### src/rtl/rist_pkg.sv
// ----------------------------------------------------------------------------
// rist_pkg
// Shared types and constants for the raster interrupt sequencer and its
// frame clock.
// ----------------------------------------------------------------------------
package rist_pkg;

    localparam int LINE_W   = 9;
    localparam int FIRED_W  = 3;
    localparam int MILLI_W  = 10;
    localparam int COUNT_W  = 16;
    localparam int MODE_W   = 2;

    localparam logic [LINE_W-1:0] PAL_LINES  = 9'd312;
    localparam logic [LINE_W-1:0] NTSC_LINES = 9'd262;

    localparam logic [4:0] PAL_FRAME_MS  = 5'd20;
    localparam logic [4:0] NTSC_FRAME_MS = 5'd16;

    localparam logic [MILLI_W:0]   NTSC_ERROR_STEP = 11'd667;
    localparam logic [MILLI_W:0]   ERROR_LIMIT     = 11'd1000;
    localparam logic [MILLI_W-1:0] MILLIS_PER_SEC  = 10'd1000;

    typedef enum logic [MODE_W-1:0] {
        MODE_ADD_STEP = 2'd0,
        MODE_RASTER   = 2'd1,
        MODE_CLEAR    = 2'd2,
        MODE_ARM      = 2'd3
    } mode_t;

    typedef struct packed {
        logic              handler;
        logic [LINE_W-1:0] line;
    } step_entry_t;

    typedef struct packed {
        logic [COUNT_W-1:0] frames;
        logic [COUNT_W-1:0] seconds;
        logic [MILLI_W-1:0] millis;
    } clock_t;

endpackage

### src/rtl/raster_irq_sequencer_frame_clock_core.sv
// ----------------------------------------------------------------------------
// raster_irq_sequencer_frame_clock_core
// Raster interrupt step sequencer with a frame clock.
//
// Input transactions carry one command (add step, raster event, clear, arm)
// on a valid/ready channel. Every command produces exactly one output
// transaction carrying the compare line, the fired step, the handler flag,
// the vertical blank flag and the frame clock after the command.
// The step table sits in a synchronous memory. A command is accepted while
// the sequencer is idle, and the table is read in that cycle; it is committed
// from the execute state, when the state is updated and the result is loaded
// into the output register. The table read is registered before the update,
// and no new command is accepted until the last one has committed.
// When the receiver stalls, the finished command waits in the commit stage
// until the output register frees, and no new command is accepted.
// The is_pal_reg register is written through cfg_write_en; the user must write it
// only while idle, as the block does not enforce it. Reset empties the table,
// clears the counters, selects PAL and leaves the output channel empty.
// ----------------------------------------------------------------------------
module raster_irq_sequencer_frame_clock_core #(
    parameter int MAX_STEPS     = 8,
    parameter int BOTTOM_MARGIN = 12
) (
    input  logic                          clk,
    input  logic                          rst_n,
    input  logic                          cfg_write_en,
    input  logic                          cfg_write_data,
    input  logic                          in_valid,
    output logic                          in_ready,
    input  logic [rist_pkg::MODE_W-1:0]   mode,
    input  logic [rist_pkg::LINE_W-1:0]   line,
    input  logic                          use_bottom_line,
    input  logic                          has_handler,
    output logic                          out_valid,
    input  logic                          out_ready,
    output logic [rist_pkg::LINE_W-1:0]   compare_line,
    output logic [rist_pkg::FIRED_W-1:0]  fired_step,
    output logic                          run_handler,
    output logic                          vertical_blank,
    output logic [rist_pkg::COUNT_W-1:0]  frame_count,
    output logic [rist_pkg::COUNT_W-1:0]  seconds,
    output logic [rist_pkg::MILLI_W-1:0]  millis,
    output logic                          step_accepted
);
    import rist_pkg::*;

    localparam int IDX_W = (MAX_STEPS > 1) ? $clog2(MAX_STEPS) : 1;
    localparam int CNT_W = (MAX_STEPS > 2) ? $clog2(MAX_STEPS + 1) : 2;
    localparam logic [CNT_W-1:0]  TOTAL_MAX = CNT_W'(MAX_STEPS);
    localparam logic [CNT_W-1:0]  TOTAL_TWO = CNT_W'(2);
    localparam logic [LINE_W-1:0] MARGIN    = LINE_W'(BOTTOM_MARGIN);

    typedef enum logic {
        ST_IDLE,
        ST_EXEC
    } state_t;

    state_t             state_reg;
    logic               is_pal_reg;
    logic [CNT_W-1:0]   step_total_reg;
    logic [CNT_W-1:0]   step_total_next;
    logic [IDX_W-1:0]   step_now_reg;
    logic [IDX_W-1:0]   step_now_next;
    logic [LINE_W-1:0]  irq_compare_reg;
    logic [LINE_W-1:0]  irq_compare_next;

    mode_t              cmd_mode_reg;
    logic [LINE_W-1:0]  cmd_line_reg;
    logic               cmd_bottom_reg;
    logic               cmd_handler_reg;

    logic               out_valid_reg;
    logic [LINE_W-1:0]  compare_line_reg;
    logic [FIRED_W-1:0] fired_step_reg;
    logic               run_handler_reg;
    logic               vertical_blank_reg;
    clock_t             clock_out_reg;
    logic               step_accepted_reg;

    logic               accept;
    logic               commit;
    logic [CNT_W-1:0]   step_inc;
    logic               step_wrap;
    logic [IDX_W-1:0]   next_idx;
    logic [IDX_W-1:0]   raddr_a;
    logic [LINE_W-1:0]  frame_lines;
    logic [LINE_W-1:0]  add_line;
    logic               table_full;
    logic               frame_done;
    logic               run_next;
    logic               accepted_next;
    logic [IDX_W+FIRED_W-1:0] fired_wide;

    logic               mem_we;
    step_entry_t        mem_wdata;
    step_entry_t        rdata_a;
    step_entry_t        rdata_b;
    clock_t             clock_next;

    assign accept   = in_valid && in_ready;
    assign in_ready = state_reg == ST_IDLE;
    assign commit   = (state_reg == ST_EXEC) && (!out_valid_reg || out_ready);

    always_comb
    begin
        step_inc    = {{(CNT_W-IDX_W){1'b0}}, step_now_reg} + {{(CNT_W-1){1'b0}}, 1'b1};
        step_wrap   = step_inc >= step_total_reg;
        next_idx    = step_wrap ? '0 : step_inc[IDX_W-1:0];
        raddr_a     = (mode_t'(mode) == MODE_ARM) ? '0 : step_now_reg;
        frame_lines = is_pal_reg ? PAL_LINES : NTSC_LINES;
        add_line    = cmd_bottom_reg ? (frame_lines - MARGIN) : cmd_line_reg;
        table_full  = step_total_reg >= TOTAL_MAX;
        fired_wide  = {{FIRED_W{1'b0}}, step_now_reg};
    end

    always_comb
    begin
        step_total_next  = step_total_reg;
        step_now_next    = step_now_reg;
        irq_compare_next = irq_compare_reg;
        frame_done       = 1'b0;
        run_next         = 1'b0;
        accepted_next    = 1'b0;
        mem_we           = 1'b0;
        mem_wdata.handler = cmd_handler_reg;
        mem_wdata.line    = add_line;
        unique case (cmd_mode_reg)
            MODE_ADD_STEP:
            begin
                if (!table_full)
                begin
                    mem_we          = commit;
                    step_total_next = step_total_reg + {{(CNT_W-1){1'b0}}, 1'b1};
                    accepted_next   = 1'b1;
                    if (step_total_reg == '0)
                    begin
                        irq_compare_next = add_line;
                    end
                end
            end
            MODE_RASTER:
            begin
                run_next = ({{(CNT_W-IDX_W){1'b0}}, step_now_reg} < step_total_reg)
                           && rdata_a.handler;
                if (step_total_reg < TOTAL_TWO)
                begin
                    frame_done = 1'b1;
                end
                else
                begin
                    frame_done       = step_wrap;
                    step_now_next    = next_idx;
                    irq_compare_next = rdata_b.line;
                end
            end
            MODE_CLEAR:
            begin
                step_total_next = '0;
                step_now_next   = '0;
            end
            MODE_ARM:
            begin
                if (step_total_reg != '0)
                begin
                    irq_compare_next = rdata_a.line;
                end
                else
                begin
                    irq_compare_next = frame_lines - {{(LINE_W-1){1'b0}}, 1'b1};
                end
            end
            default:
            begin
                step_total_next = step_total_reg;
            end
        endcase
    end

    rist_step_mem #(
        .DEPTH (MAX_STEPS),
        .IDX_W (IDX_W)
    ) u_step_mem (
        .clk     (clk),
        .we      (mem_we),
        .waddr   (step_total_reg[IDX_W-1:0]),
        .wdata   (mem_wdata),
        .re      (accept),
        .raddr_a (raddr_a),
        .raddr_b (next_idx),
        .rdata_a (rdata_a),
        .rdata_b (rdata_b)
    );

    rist_frame_clock u_frame_clock (
        .clk      (clk),
        .rst_n    (rst_n),
        .advance  (commit && frame_done),
        .is_pal   (is_pal_reg),
        .cnt_next (clock_next)
    );

    always_ff @(posedge clk)
    begin
        if (accept)
        begin
            cmd_mode_reg    <= mode_t'(mode);
            cmd_line_reg    <= line;
            cmd_bottom_reg  <= use_bottom_line;
            cmd_handler_reg <= has_handler;
        end
        if (commit)
        begin
            compare_line_reg   <= irq_compare_next;
            fired_step_reg     <= (cmd_mode_reg == MODE_RASTER) ? fired_wide[FIRED_W-1:0] : '0;
            run_handler_reg    <= run_next;
            vertical_blank_reg <= frame_done;
            clock_out_reg      <= clock_next;
            step_accepted_reg  <= accepted_next;
        end
    end

    always_ff @(posedge clk or negedge rst_n)
    begin
        if (!rst_n)
        begin
            state_reg       <= ST_IDLE;
            is_pal_reg      <= 1'b1;
            step_total_reg  <= '0;
            step_now_reg    <= '0;
            irq_compare_reg <= '0;
            out_valid_reg   <= 1'b0;
        end
        else
        begin
            if (cfg_write_en)
            begin
                is_pal_reg <= cfg_write_data;
            end
            unique case (state_reg)
                ST_IDLE:
                begin
                    if (accept)
                    begin
                        state_reg <= ST_EXEC;
                    end
                end
                ST_EXEC:
                begin
                    if (commit)
                    begin
                        state_reg <= ST_IDLE;
                    end
                end
                default:
                begin
                    state_reg <= ST_IDLE;
                end
            endcase
            if (commit)
            begin
                step_total_reg  <= step_total_next;
                step_now_reg    <= step_now_next;
                irq_compare_reg <= irq_compare_next;
                out_valid_reg   <= 1'b1;
            end
            else if (out_ready)
            begin
                out_valid_reg <= 1'b0;
            end
        end
    end

    assign out_valid      = out_valid_reg;
    assign compare_line   = compare_line_reg;
    assign fired_step     = fired_step_reg;
    assign run_handler    = run_handler_reg;
    assign vertical_blank = vertical_blank_reg;
    assign frame_count    = clock_out_reg.frames;
    assign seconds        = clock_out_reg.seconds;
    assign millis         = clock_out_reg.millis;
    assign step_accepted  = step_accepted_reg;

    a_write_at_commit: assert property (@(posedge clk) disable iff (!rst_n)
        mem_we |-> commit && (cmd_mode_reg == MODE_ADD_STEP))
        else $error("Step table written outside an add step commit.");

    a_total_range: assert property (@(posedge clk) disable iff (!rst_n)
        step_total_reg <= TOTAL_MAX)
        else $error("Step count exceeds the table depth.");

    a_pointer_in_table: assert property (@(posedge clk) disable iff (!rst_n)
        ({{(CNT_W-IDX_W){1'b0}}, step_now_reg} < step_total_reg) || (step_now_reg == '0))
        else $error("Step pointer outside the stored steps.");

    a_commit_shows: assert property (@(posedge clk) disable iff (!rst_n)
        commit |=> out_valid_reg && (state_reg == ST_IDLE))
        else $error("Committed transaction did not reach the output register.");

endmodule

### src/rtl/rist_step_mem.sv
// ----------------------------------------------------------------------------
// rist_step_mem
// Step table: one write port and two registered read ports.
// ----------------------------------------------------------------------------
module rist_step_mem #(
    parameter int DEPTH = 8,
    parameter int IDX_W = 3
) (
    input  logic                 clk,
    input  logic                 we,
    input  logic [IDX_W-1:0]     waddr,
    input  rist_pkg::step_entry_t wdata,
    input  logic                 re,
    input  logic [IDX_W-1:0]     raddr_a,
    input  logic [IDX_W-1:0]     raddr_b,
    output rist_pkg::step_entry_t rdata_a,
    output rist_pkg::step_entry_t rdata_b
);
    import rist_pkg::*;

    step_entry_t mem [DEPTH];
    step_entry_t rdata_a_reg;
    step_entry_t rdata_b_reg;

    always_ff @(posedge clk)
    begin
        if (we)
        begin
            mem[waddr] <= wdata;
        end
        if (re)
        begin
            rdata_a_reg <= mem[raddr_a];
            rdata_b_reg <= mem[raddr_b];
        end
    end

    assign rdata_a = rdata_a_reg;
    assign rdata_b = rdata_b_reg;

endmodule

### src/rtl/rist_frame_clock.sv
// ----------------------------------------------------------------------------
// rist_frame_clock
// Millisecond, second and frame counters advanced once per completed frame,
// with the NTSC fractional millisecond carried in an error accumulator.
// ----------------------------------------------------------------------------
module rist_frame_clock (
    input  logic            clk,
    input  logic            rst_n,
    input  logic            advance,
    input  logic            is_pal,
    output rist_pkg::clock_t cnt_next
);
    import rist_pkg::*;

    logic [MILLI_W-1:0] micro_error_reg;
    logic [MILLI_W-1:0] micro_error_next;
    clock_t             cnt_reg;
    clock_t             cnt_adv;

    logic [MILLI_W:0]   err_sum;
    logic               err_carry;
    logic [MILLI_W:0]   err_wrapped;
    logic [4:0]         delta;
    logic [MILLI_W-1:0] milli_sum;
    logic               milli_roll;

    always_comb
    begin
        err_sum     = {1'b0, micro_error_reg} + NTSC_ERROR_STEP;
        err_carry   = err_sum >= ERROR_LIMIT;
        err_wrapped = err_carry ? (err_sum - ERROR_LIMIT) : err_sum;
        if (is_pal)
        begin
            delta = PAL_FRAME_MS;
        end
        else
        begin
            delta = NTSC_FRAME_MS + {4'd0, err_carry};
        end
        milli_sum  = cnt_reg.millis + {{(MILLI_W-5){1'b0}}, delta};
        milli_roll = milli_sum >= MILLIS_PER_SEC;

        cnt_adv.frames  = cnt_reg.frames + 16'd1;
        cnt_adv.seconds = milli_roll ? (cnt_reg.seconds + 16'd1) : cnt_reg.seconds;
        cnt_adv.millis  = milli_roll ? (milli_sum - MILLIS_PER_SEC) : milli_sum;

        micro_error_next = micro_error_reg;
        if (advance && !is_pal)
        begin
            micro_error_next = err_wrapped[MILLI_W-1:0];
        end
        cnt_next = advance ? cnt_adv : cnt_reg;
    end

    always_ff @(posedge clk or negedge rst_n)
    begin
        if (!rst_n)
        begin
            micro_error_reg <= '0;
            cnt_reg         <= '0;
        end
        else
        begin
            micro_error_reg <= micro_error_next;
            cnt_reg         <= cnt_next;
        end
    end

    a_millis_range: assert property (@(posedge clk) disable iff (!rst_n)
        cnt_reg.millis < MILLIS_PER_SEC)
        else $error("Millisecond count left its range.");

    a_error_range: assert property (@(posedge clk) disable iff (!rst_n)
        {1'b0, micro_error_reg} < ERROR_LIMIT)
        else $error("Error accumulator left its range.");

    a_frames_step: assert property (@(posedge clk) disable iff (!rst_n)
        advance |=> cnt_reg.frames == $past(cnt_reg.frames) + 16'd1)
        else $error("Frame count did not advance on a completed frame.");

endmodule
### config.mk
export PLATFORM = sky130hd
export DESIGN_NAME = raster_irq_sequencer_frame_clock_core
export DESIGN_NICKNAME = d
export VERILOG_FILES = /design/src/rtl/rist_pkg.sv /design/src/rtl/raster_irq_sequencer_frame_clock_core.sv /design/src/rtl/rist_step_mem.sv /design/src/rtl/rist_frame_clock.sv
export SDC_FILE = /design/constraint.sdc
export NUM_CORES = 1
export LEC_CHECK = 0
export BUFFER_PORTS_ARGS = -buffer_cell sky130_fd_sc_hd__buf_4
export CORE_ASPECT_RATIO = 2
export CORE_MARGIN = 2
export CORE_UTILIZATION = 35
export CTS_CLUSTER_SIZE = 28
export DETAILED_ROUTE_END_ITERATION = 7
export SLEW_MARGIN = 20
export SYNTH_ARGS = -nofsm -noshare
export SYNTH_HDL_FRONTEND = slang
export SYNTH_SLANG_ARGS = --single-unit
### constraint.sdc
create_clock -name clk -period 4.45 [get_ports clk]
set_clock_uncertainty 0.1 [all_clocks]
set_input_delay 0.2225 -clock clk [delete_from_list [all_inputs] [get_ports clk]]
set_output_delay 0.2225 -clock clk [all_outputs]
set_load 0.02 [all_outputs]
==> results.ini, run 1 <==
[worst_setup_path]
slowest_stage=or4b_4
crit_buf_inv=2
crit_fanout=9
worstSetupPathType=flop to flop
worstPathArrival_ps=4420
end_kind=flop
critPathMaxStageDelay_ps=540
start_kind=flop
crit_family=simple AND/OR/NAND/NOR gates
rrSetupSlack_ps=190
cp_data_required_time_ps=4610
crit_chain=inv_1 -> ha_2 -> nand2b_1 -> a21oi_2 -> nor2_1 -> ha_1 -> a311oi_2 -> a211oi_2 -> nor2_1 -> ha_2 -> ha_4 -> nand3_4 -> a32oi_2 -> o21ai_2 -> or4b_4 -> buf_6 -> nor4_2 -> xor2_1

[clocking]
numCtsBuffers=24
path_clk_slew_ps=70
clk_latency_ps=530
cts_tree=built
cts.sinks=240
clockBufferDepth=3
clockRootBuffer=clkbuf_16
htreeDepth=1

[synth]
syn-mean-instance-area_sq_um=13.0
ys_seq_area_frac=0.612
synth_async_sr_flop_share=0.296
ys_top_cells_by_count=edfxtp_1, dfrtp_1, nand2_1, nor2_1, mux2_2
synth.most_common_cell=edfxtp_1
synth_nets=897
synth_area_leaders=edfxtp_1, dfrtp_1, mux2_2
synth.top_cell.area_share=0.453
synth_enable_flop_cells=169
synthesis.area_sq_mm=0.0112
synth_cells=859
yosys_warnings=0
synth-seq-cells=240
synth_top_flop_cell=edfxtp_1
synth_top_cell_by_area=edfxtp_1
synth_cell_type_count=76

[outcome]
outcome=finished clean

[die]
die-area_sq_mm=0.0335
fp.dieW_um=130
rows=92
coreArea_sq_mm=0.0315
die_height_um=257
ios=78
start_util=0.355

[sta]
finalCritPeriodShare=0.958
slew_headroom=0.314
worst_slew_pin_slew_ps=1030
setup_viol=0
hold_viol=0
drv_slew=0
min_period_ps=4260
rsz0062_at_grt=yes
fmax_mhz=235
hold_ws_ps=189
fin_tns_setup_ps=0

[worst_hold_path]
min_path_type=input port to flop

[final_layout]
largest_reg_flops=80
final_nets=1013
drive_above_1_share=0.264
stdcell_area_sq_mm=0.0136
area_growth_pct=21.1
diodes=0
final.fill_count=2968
final_util=0.430

[placement]
gp_routability_congestion=0.850
port-buffer-count=77
place_area_sq_mm=0.0125
dp_hpwl_mm=18.7

[job]
maxCapViolations=0

[global_routing]
grt_first_pass_wirelength_mm=41.6
grt-ovfl-total=0
grt_max_degree=72
grt_usage=0.158
grt_pass1_vias=7668
antenna_found_initial=0

[drt]
post-route-drc-count=0
routedWlPerCell_um=18.4
dr.first_iter.drc_count=371
viasPerCell=5.22
first_pass_iters=5
wl_mm=26.1
num_vias=7387
ant_nets=0

[power]
total_leakage_power_nw=5.20
ir_drop_mv=0.282
cellPowerDensity_mw_per_mm2=626

report_power, final:
group	internal (mW)	total [mW]	switching, mW
clock	1.22	2.10	0.879
sequential	2.86	3.15	0.293
combinational	1.45	3.24	1.79
cells in the final DEF, fill, tap and decap left out, types with 5 or more instances in the layout:
master,n
edfxtp_1,169
buf_4,120
dfrtp_1,70
nand2_1,69
nor2_1,61
mux2_2,40
a21oi_1,28
clkbuf_16,26
inv_1,25
xor2_1,24
o21ai_0,22
nor3_1,22
nand3_1,22
o221ai_1,22
mux4_2,19
xnor2_1,18
dlygate4sd3_1,17
ha_1,16
a31oi_1,14
and3_1,11
o22a_1,10
nand2b_1,9
nand4_1,9
and2_1,5
a21o_1,5
or2_2,5
o21a_1,5
nor2b_1,5
nor4_4,5
nor4_2,5
o22ai_1,5
clkinv_2,5
what timing repair did:
item / CTS / global route
resized for setup: 0 / 22
setup endpoints to repair: 0 / 43
setup buffers: 0 / 1
hold buffers: 17 / 0
endpoints found under the hold margin: 86 / 0
final timing paths:
kind                                                               from                             endpoint  depth (start not counted)
setup reg to reg           u_frame_clock.micro_error_reg[0]$_DFFE_PN0P_                 seconds[5]$_DFFE_PP_                         18
setup / recovery           u_frame_clock.micro_error_reg[0]$_DFFE_PN0P_                 seconds[5]$_DFFE_PP_                         18
max in group asynchronous                                         rst_n       irq_compare_reg[1]$_DFFE_PN0P_                          2
hold reg to reg                     u_frame_clock.cnt_reg[41]$_DFF_PN0_  u_frame_clock.cnt_reg[41]$_DFF_PN0_                          1
hold / removal                                                 in_valid      u_step_mem.rdata_b[8]$_DFFE_PP_                          2
min in group asynchronous                                         rst_n  u_frame_clock.cnt_reg[24]$_DFF_PN0_                          2
per-stage QoR:
stage                     setup WS [ps]  power (mW)  std cells
after floorplan                    12.1        5.40        859
after global placement              182        6.32       1354
after detailed placement           43.2        6.38       1354
after CTS                          17.4        8.52       1415
after global routing              -81.3        9.01       1416
final                               187        8.49       1416
layer usage:
| layer | wire [um] | track usage | part of all wire |
|---|---|---|---|
| met1 | 8950 | 0.159 | 0.34 |
| met2 | 15400 | 0.316 | 0.59 |
| met3 | 884 | 0.0210 | 0.034 |
| met4 | 864 | 0.0576 | 0.033 |
| met5 | 0 | 0 | 0 |
worst reg2reg max path: stages, from the launching register on:
cell and delay [ps]:
dfrtp_1 360, inv_1 60, ha_2 200, nand2b_1 170, a21oi_2 140, nor2_1 70
ha_1 220, a311oi_2 350, a211oi_2 130, nor2_1 150, ha_2 220, ha_4 170
nand3_4 110, a32oi_2 280, o21ai_2 110, or4b_4 540, buf_6 170, nor4_2 310
xor2_1 140
area by class of cell:
| cell class | instances | area [sq um] | area share |
|---|---|---|---|
| Sequential cell | 240 | 6850 | 0.505 |
| Multi-Input combinational cell | 544 | 4170 | 0.307 |
| Timing Repair Buffer | 139 | 1090 | 0.0806 |
| Clock buffer | 32 | 693 | 0.0511 |
| Tap cell | 423 | 529 | 0.0390 |
| Clock inverter | 12 | 126 | 0.00932 |
| Inverter | 26 | 97.6 | 0.00720 |
logic make-up (layout without fill, tap and decap cells):
kind of cell | count (synthesis) | count (layout) | synth area share
xor+xnor | 42 | 42 | 0.0329
mux | 62 | 62 | 0.0811
flops | 240 | 240 | 0.612
simple gates | 254 | 254 | 0.118
compound gates | 167 | 167 | 0.108
buf+inv | 75 | 209 | 0.0264
fa+ha+maj | 19 | 19 | 0.0212
Power figures use the tool's default switching activity.
==> run 2: changes to the inputs <==
SYNTH_HIERARCHICAL = 1   (was not set)
==> results.ini, run 2 <==
[sta]
drv_slew=0  ; unchanged
worst_slew_pin_slew_ps=1040  ; +12.5 ps
fin_ws_ps=212  ; +24.9 ps
fmax_mhz=236  ; +0.59%
min_period_ps=4240  ; -24.9 ps
slew_headroom=0.305  ; -0.00837
setup_viol=0  ; unchanged
hold_viol=0  ; unchanged
finalCritPeriodShare=0.952  ; -0.00560

[clocking]
clk_latency_ps=540  ; about the same
clockBufferDepth=3  ; unchanged
clockRootBuffer=clkbuf_16
cts_tree=built
cts.sinks=240  ; unchanged
numCtsBuffers=23  ; -4.2%
path_clk_slew_ps=70  ; about the same
htreeDepth=1  ; unchanged

[global_routing]
grt_first_pass_wirelength_mm=42.7  ; +2.6%
grt_max_degree=67  ; -6.9%
grt_pass1_vias=7725  ; +0.74%
antenna_found_initial=0  ; unchanged
grt_usage=0.159  ; +0.00105
grt-ovfl-total=0  ; unchanged

[final_layout]
drive_above_1_share=0.249  ; -0.0151
final_util=0.422  ; -0.00800
diodes=0  ; unchanged
largest_reg_flops=80  ; unchanged
layout_common_cells=edfxtp_1, buf_4, dfrtp_1
fin_cells=1397  ; -1.3%
final_nets=986  ; -2.7%
layout.cells.most_common=edfxtp_1
stdcell_area_sq_mm=0.0138  ; +2.1%
area_growth_pct=19.0

[drt]
dr.first_iter.drc_count=411  ; +11%
routedWlPerCell_um=19.8  ; +7.2%
wl_mm=27.6  ; +5.8%
post-route-drc-count=0  ; unchanged
viasPerCell=5.29  ; +1.3%
num_vias=7384  ; -0.041%
first_pass_iters=4  ; -1
ant_nets=0  ; unchanged

[worst_setup_path]
crit_fanout=10  ; +1
slowest_stage=dfrtp_1
crit_family=compound AO/OA/AOI/OAI gates
crit_chain=inv_1 -> ha_2 -> and2b_2 -> o21a_1 -> nor2_2 -> ha_2 -> inv_1 -> a32o_2 -> a21oi_4 -> nor2_1 -> ha_2 -> ha_4 -> a21o_1 -> a21oi_2 -> o221ai_2 -> a221oi_4 -> and4_4 -> buf_12 -> nand4_1 -> xnor2_2
crit_buf_inv=3  ; +1
cp_data_required_time_ps=4640  ; +30 ps
cpMostUsedCell=ha_2
worstSetupPathType=flop to flop
end_kind=flop
critPathMaxStageDelay_ps=370  ; -170 ps
start_kind=flop
worstPathArrival_ps=4430  ; about the same

[power]
total_power_mw=8.07  ; -4.9%
ir_drop_mv=0.285  ; +1.1%
total_leakage_power_nw=5.25  ; +0.97%
cellPowerDensity_mw_per_mm2=583  ; -6.8%

[placement]
gp_routability_congestion=0.893  ; +5.1%
place_ws_ps=71.3  ; +28.1 ps
port-buffer-count=77  ; unchanged
dp_hpwl_mm=19.9  ; +6.2%
dp.cells=1334  ; -1.5%
place_area_sq_mm=0.0129  ; +3.3%

[job]
maxCapViolations=0  ; unchanged

[outcome]
outcome=finished clean

[die]
start_util=0.355  ; -0.000473
die-area_sq_mm=0.0348  ; +3.8%
ios=78  ; unchanged
die_height_um=262  ; +1.9%
rows=94  ; +2.2%
fp.dieW_um=133  ; +1.9%
coreArea_sq_mm=0.0328  ; +4.0%

[worst_hold_path]
min_path_type=input port to async pin

[synth]
synth_cells=829  ; -3.5%
syn-mean-instance-area_sq_um=14.0  ; +7.7%
synthesis.area_sq_mm=0.0116  ; +3.9%
synth_nets=867  ; -3.3%
yosys_warnings=6  ; +6

run 2: cell type report:
class / count / area (sq um)
repair buffers: 138 / 1090
clock inverters: 10 / 109
inverters: 27 / 101
flip-flops and latches: 240 / 6850
well taps: 432 / 541
multi-input cells: 518 / 4520
fillers: 2970 / 19000
clock buffers: 32 / 629
run 2: where the power goes:
part	internal [mW]	switching [mW]
Sequential	2.81	0.333
Clock	1.07	0.867
Combinational	1.41	1.59
Total	5.29	2.79
run 2: final timing paths:
path / start / endpoint / slack, ps / depth (start not counted)
max in group asynchronous: rst_n / u_frame_clock/cnt_reg[40]$_DFF_PN0_ / 3270 / 3
max reg2reg: u_frame_clock/micro_error_reg[1]$_DFFE_PN0P_ / seconds[8]$_DFFE_PP_ / 210 / 20
min in group clk: in_valid / cmd_line_reg[0]$_DFFE_PP_ / 170 / 2
min reg2reg: u_frame_clock/cnt_reg[25]$_DFF_PN0_ / u_frame_clock/cnt_reg[25]$_DFF_PN0_ / 370 / 1
min: rst_n / u_frame_clock/micro_error_reg[7]$_DFFE_PN0P_ / 100 / 2
max: u_frame_clock/micro_error_reg[1]$_DFFE_PN0P_ / seconds[8]$_DFFE_PP_ / 210 / 20
run 2: metal layers:
layer	up-vias	GRT usage	wire, um
li1	3432	-	-
met1	3705	0.144	8880
met2	180	0.332	16500
met3	67	0.0199	921
met4	0	0.0854	1280
met5	-	0	0
run 2: what timing repair did:
| item | 4_1_cts | 5_1_grt |
|---|---|---|
| resized for setup | 0 | 11 |
| endpoints found under the setup margin | 0 | 28 |
| hold endpoints to repair | 49 | 0 |
| hold buffers | 17 | 0 |
| setup buffers | 0 | 4 |
run 2: stage by stage:
step | hold WS, ps | TNS [ps]
final | 104 | 0
after global routing | 134 | -31.3
after CTS | 109 | 0
after detailed placement | 133 | 0
after global placement | 140 | 0
after floorplan | -173 | 0
